### src/sv/mtkr_pkg.sv
// ----------------------------------------------------------------------------
// mtkr_pkg
// Shared constants, types and controller/datapath interface structs for the
// minimum threshold search over runs of K adjacent values.
// ----------------------------------------------------------------------------
package mtkr_pkg;

	localparam int MAX_ITEMS  = 1024;
	localparam int VALUE_BITS = 30;
	localparam int CFG_BITS   = 11;
	localparam int CNT_BITS   = $clog2(MAX_ITEMS + 1);
	localparam int ADDR_BITS  = (MAX_ITEMS > 1) ? $clog2(MAX_ITEMS) : 1;
	localparam int PROD_BITS  = 2 * CFG_BITS;
	localparam int IDX_BITS   = 1;

	localparam logic [CNT_BITS-1:0] MAX_COUNT = CNT_BITS'(MAX_ITEMS);

	// configuration register indexes
	localparam logic [IDX_BITS-1:0] REG_BOUQUET_COUNT = 1'd0;
	localparam logic [IDX_BITS-1:0] REG_BOUQUET_SIZE  = 1'd1;

	typedef logic [VALUE_BITS-1:0] value_t;
	typedef logic [CFG_BITS-1:0]   cfg_t;
	typedef logic [CNT_BITS-1:0]   cnt_t;

	typedef struct packed {
		logic load;          // store one request
		logic capture_prod;  // register M*K
		logic start_scan;    // begin a pass over the store
		logic thr_max;       // pass threshold is the running max, else the midpoint
		logic init_search;   // low/high from min/max
		logic update_search; // narrow the interval from the last pass
		logic finish;        // load result registers and clear the load state
		logic result_ok;
	} ctrl_cmd_t;

	typedef struct packed {
		logic scan_done;
		logic count_ok;
		logic feasible;
		logic low_lt_high;
	} dp_status_t;

endpackage

### src/sv/mtkr_ctrl.sv
// ----------------------------------------------------------------------------
// mtkr_ctrl
// Controller: loading, feasibility check at the maximum, binary search
// sequencing and the result handshake.
// ----------------------------------------------------------------------------
module mtkr_ctrl import mtkr_pkg::*; (
	input  logic       clk,
	input  logic       arst_n,
	input  logic       in_valid,
	output logic       in_ready,
	input  logic       is_last,
	output logic       out_valid,
	input  logic       out_ready,
	input  dp_status_t status,
	output ctrl_cmd_t  cmd
);

	typedef enum logic [2:0] {
		S_LOAD,
		S_CHECK,
		S_SCAN_MAX,
		S_STEP,
		S_SCAN,
		S_FINISH
	} state_t;

	state_t state_q;
	logic   out_valid_q;
	logic   ok_q;
	logic   accept;
	logic   out_free;

	assign in_ready  = (state_q == S_LOAD);
	assign accept    = in_valid && in_ready;
	assign out_valid = out_valid_q;
	assign out_free  = !out_valid_q || out_ready;

	always_comb begin
		cmd = '0;
		cmd.result_ok = ok_q;
		case (state_q)
			S_LOAD: begin
				cmd.load         = accept;
				cmd.capture_prod = accept && is_last;
			end
			S_CHECK: begin
				cmd.start_scan = status.count_ok;
				cmd.thr_max    = 1'b1;
			end
			S_SCAN_MAX: begin
				cmd.init_search = status.scan_done && status.feasible;
			end
			S_STEP: begin
				cmd.start_scan = status.low_lt_high;
			end
			S_SCAN: begin
				cmd.update_search = status.scan_done;
			end
			S_FINISH: begin
				cmd.finish = out_free;
			end
			default: ;
		endcase
	end

	always_ff @(posedge clk or negedge arst_n) begin
		if (!arst_n) begin
			state_q     <= S_LOAD;
			out_valid_q <= 1'b0;
			ok_q        <= 1'b0;
		end else begin
			// a new result may replace the one taken at this edge
			if (state_q == S_FINISH && out_free) begin
				out_valid_q <= 1'b1;
			end else if (out_ready) begin
				out_valid_q <= 1'b0;
			end
			case (state_q)
				S_LOAD: begin
					if (accept && is_last) begin
						state_q <= S_CHECK;
					end
				end
				S_CHECK: begin
					if (status.count_ok) begin
						state_q <= S_SCAN_MAX;
					end else begin
						ok_q    <= 1'b0;
						state_q <= S_FINISH;
					end
				end
				S_SCAN_MAX: begin
					if (status.scan_done) begin
						if (status.feasible) begin
							state_q <= S_STEP;
						end else begin
							ok_q    <= 1'b0;
							state_q <= S_FINISH;
						end
					end
				end
				S_STEP: begin
					if (status.low_lt_high) begin
						state_q <= S_SCAN;
					end else begin
						ok_q    <= 1'b1;
						state_q <= S_FINISH;
					end
				end
				S_SCAN: begin
					if (status.scan_done) begin
						state_q <= S_STEP;
					end
				end
				S_FINISH: begin
					if (out_free) begin
						state_q <= S_LOAD;
					end
				end
				default: state_q <= S_LOAD;
			endcase
		end
	end

endmodule

### config.mk
export PLATFORM = sky130hd
export DESIGN_NAME = mtkr_ctrl
export DESIGN_NICKNAME = d
export VERILOG_FILES = /design/src/sv/mtkr_pkg.sv /design/src/sv/mtkr_ctrl.sv
export SDC_FILE = /design/constraint.sdc
export NUM_CORES = 1
export LEC_CHECK = 0
export BUFFER_PORTS_ARGS = -buffer_cell sky130_fd_sc_hd__buf_2
export CAP_MARGIN = 20
export CORE_AREA = 4 4 41 43
export CTS_BUF_LIST = sky130_fd_sc_hd__clkbuf_2
export DETAILED_ROUTE_END_ITERATION = 16
export DIE_AREA = 0 0 45 47
export SLEW_MARGIN = 5
export SYNTH_ARGS = -nofsm -noshare
export SYNTH_HDL_FRONTEND = slang
export SYNTH_SLANG_ARGS = --single-unit
### constraint.sdc
create_clock -name clk -period 1.92 [get_ports clk]
set_input_delay 0.288 -clock clk [delete_from_list [all_inputs] [get_ports clk]]
set_output_delay 0.288 -clock clk [all_outputs]
set_load 0.01 [all_outputs]
### Word-level counts from Yosys, hierarchy flattened

Cells that the tools add are included.

* register bits: 5
* input port bits: 9
* output and inout bits: 10

* eq/ne operators: 12
* mux-type cells: 21
* reduce and logical (&&, ||, !) cells: 11

Operator list (count)
* $mux 3: 6
* $pmux 3 s6: 1
* $ne 2x2->1 const B: 6
* $mux 1: 11
* $eq 3x2->1 const B: 2
* $eq 3x3->1 const B: 2
* $reduce_and 5->1: 1
* $logic_and 1x1->1: 4
* $reduce_and 4->1: 1
* $eq 3x1->1 const B: 1
* $logic_not 3->1: 1
* $pmux 1 s3: 1
* $reduce_bool 3->1: 1
* $mux 2: 1
* $ne 2x1->1 const B: 1
* $pmux 1 s2: 1
* $reduce_bool 2->1: 1
* $logic_not 1->1: 1
* $logic_or 1x1->1: 1

### Logic depth before layout (Yosys ltp)

* depth after elaboration: 5
* gate-level depth with buffers: 5
* gate-level depth less buffers: 4

### Worst setup path after synthesis

No wires, ideal clock.

* kind: register -> output
* start point: register state_q[1]
* end point: output port cmd[6] (netlist name)
* data arrival time: 1017 ps
* required time: 1632 ps
* path slack: 615 ps
* cell stages (with the launch flop): 4
* path buffers: 1
* path through: dfrtp_1 -> buf_6 -> nor3_2 -> and3_1

RTL lines
* start, declared: line mtkr_ctrl.sv:27 `state_t state_q;`
* start signal, assigned: line mtkr_ctrl.sv:68 `state_q <= S_LOAD;`
* start signal, assigned: line mtkr_ctrl.sv:81 `state_q <= S_CHECK;`
* start signal, assigned: line mtkr_ctrl.sv:86 `state_q <= S_SCAN_MAX;`
* end, declared: line mtkr_ctrl.sv:15 `output ctrl_cmd_t cmd`

==> reports/qor.yml <==
yosys:
  ys_seq_elements: 5
  synthTopCellsByCount: "5 x dfrtp_1, 5 x o21ai_0, 4 x inv_1, 4 x nand2_1"
  async_flop_share_pct: 100
  yosysWarnings: 0
  yosys.cell_types.count: 27
  syn-instance-count: 48
  synth_ff_type: "dfrtp_1"
  synth.largest_area_cell: "dfrtp_1"
  yosysTopAreaCellShare_pct: 29.1
  synth_enable_flop_cells: 0
  syn_area_um2: 430
  ys_seq_area_share_pct: 29.1
  synth_top_cells_by_area: "dfrtp_1 29%, buf_6 7.8%, mux2i_1 7.0%, o21ai_0 5.8%, nor3_2 4.7%"
  synth_fp_nets: 57
  synth_area_per_cell_um2: 8.97
floorplanning:
  die_w_um: 45
  core_area_um2: 1300
  rows: 13
  initial_utilization_pct: 33.1
  ios: 19
  dieArea_um2: 2120
  die_h_um: 47
routing:
  drt-pass1-iter-count: 2
  num_vias: 409
  vias_per_cell: 4.99
  routedWlPerCell_um: 11.4
  postRouteAntennaNets: 0
  drc: 0
  drt_wl_total_um: 933
  drtIter0Drc: 5
timing:
  timing.hold.ws_ns: 0.266
  slew_viol_final: 0
  worst_pin_slew_ns: 0.443
  min_period_ns: 1.72
  fin_ws_ns: 0.197
  fin_skew_ns: 0.00828
  relSlewSlack_pct: 70.5
  fmax_mhz: 580
  hold_viol_final: 0
  fin_crit_sh_pct: 89.8
  setup_tns_ns: 0
  grt_setup_unrepaired: "no"
  setup_viol: 0
global_route:
  grt_max_degree: 12
  grt_util_all_layers_pct: 11.2
  grt_pass1_wl_um: 1640
  gr-total-overflow: 0
  grt_antenna_before_repair: 0
  grt_pass1_vias: 368
placed_design:
  dp.final_hpwl_um: 750
  post-place-ws_ns: 0.446
  place.gp.congestion: 0.799
  numPortBuffers: 18
clock_tree:
  insertion_delay_ns: 0.22
  clockBufferDepth: 2
  path_clk_slew_ns: 0.07
  cts.sinks: 5
  cts_tree: "built"
  cts_inserted_buffers: 3
  cts_resized: 0
  cts_root_buffer: "clkbuf_2"
  h-tree-depth: 1
power:
  switching_share_pct: 48.3
  pwr-share-clk_pct: 12.3
  peakVddDrop_uv: 519
  p_per_area_nw_per_um2: 1460
  p_seq_share_pct: 34.8
  switchingPower_w: 0.000373
  p_comb_share_pct: 52.9
  internal_power_w: 0.000399
  leakage_nw: 0.280
critical_path:
  critPathMaxFanout: 10
  reg2reg_to: "ok_q"
  path_class: "register to primary output"
  critical_path_required_ns: 1.63
  cp.arrival_ns: 1.44
  cp-end-kind: "primary output"
  max_stage_delay_ns: 0.56
  timing.reg2reg.setup_slack_ns: 0.46
  reg2regPathDepth: 4
  cp_slowest_cell: "dfrtp_1"
  r2r-start: "state_q[1]"
  path_cells: "nor2b_1, nand2_1, a21oi_1, buf_2"
  start_kind: "register"
min_path:
  hold_end: "out_valid"
  whs_path_depth: 2
  min-delay-start: "out_ready"
  hold_path_class: "input port to register"
final_layout:
  fin_nets: 77
  n_antenna_cell: 0
  area_growth_pct: 22.7
  layout-drive-gt1-share_pct: 49.3
job:
  cap_violations: 0
outcome:
  status: "completed"
## area by class of cell
| type | instances | area, um^2 |
|---|---|---|
| Timing Repair Buffer | 19 | 100 |
| Inverter | 5 | 18.8 |
| Sequential cell | 5 | 125 |
| Clock inverter | 1 | 5.00 |
| Clock buffer | 3 | 15.0 |
| Multi-Input combinational cell | 34 | 245 |
| Tap cell | 15 | 18.8 |
| Fill cell | 145 | 773 |
## through the flow
| stage | power [W] | util [%] | std cells | instance area (um^2) |
|---|---|---|---|---|
| after floorplan | 0.000619 | - | 48 | 430 |
| after global placement | 0.000683 | 38.3 | 77 | 498 |
| after detailed placement | 0.000682 | 38.3 | 77 | 498 |
| after CTS | 0.000784 | 40.6 | 82 | 528 |
| after global routing | 0.000857 | 40.6 | 82 | 528 |
| final | 0.000772 | 40.6 | 82 | 528 |
## power by group through the flow
stage	Sequential (W)	Clock, W	Combinational [W]
floorplan	0.000191	0	0.000427
global placement	0.000270	0	0.000413
detailed placement	0.000269	0	0.000413
CTS	0.000269	0.000100	0.000415
global route	0.000287	0.000110	0.000460
finish	0.000269	0.0000949	0.000408
## layout by cell type, fill, tap and decap left out, types with 2 or more instances in the layout
cell	count
nand2_1	4
inv_1	4
clkbuf_2	3
nor3_2	2
o21ai_2	2
buf_2	18
nor3_1	2
o21ai_0	5
dfrtp_1	5
mux2i_1	3
## flip-flops by register name (all words and copies together) (netlist names)
signal     count
ok_q           1
state_q        3
out_valid      1
## critical path: cells and delay by family (launching register included)
family	cells	cell delay, ns
DFF	1	0.56
and+or+nand+nor	2	0.38
buffers and inverters	1	0.14
AOI/OAI and AO/OA	1	0.13
## kinds of logic (layout without fill, tap and decap cells)
family,count (synthesis),after routing,synth area share (%)
simple gates,17,17,25.9
compound gates,14,14,24.1
buf+inv,9,28,14.0
flops,5,5,29.1
mux,3,3,6.98
## per-layer routing
metal | GRT usage, % | part of all wire, %
met1 | 13.6 | 41
met2 | 15.5 | 52
met3 | 2.30 | 4.1
met4 | 12.3 | 2.0
met5 | 0 | 0
## worst max path at each step
stage                     cells after the start  slack [ns]     end       start
after global routing                          4        0.05  cmd[1]  state_q[2]
after detailed placement                      4        0.45  cmd[1]  state_q[2]
after global placement                        4        0.46  cmd[1]  state_q[2]
final                                         4        0.20  cmd[1]  state_q[2]
after CTS                                     4        0.18  cmd[1]  state_q[2]
after floorplan                               3        0.62  cmd[6]  state_q[1]
## repair_timing
| item | CTS | global route |
|---|---|---|
| hold buffers | 1 | 0 |
| buffers inserted | 0 | 0 |
| hold endpoints to repair | 5 | 0 |
(Power assumes the default switching activity.)
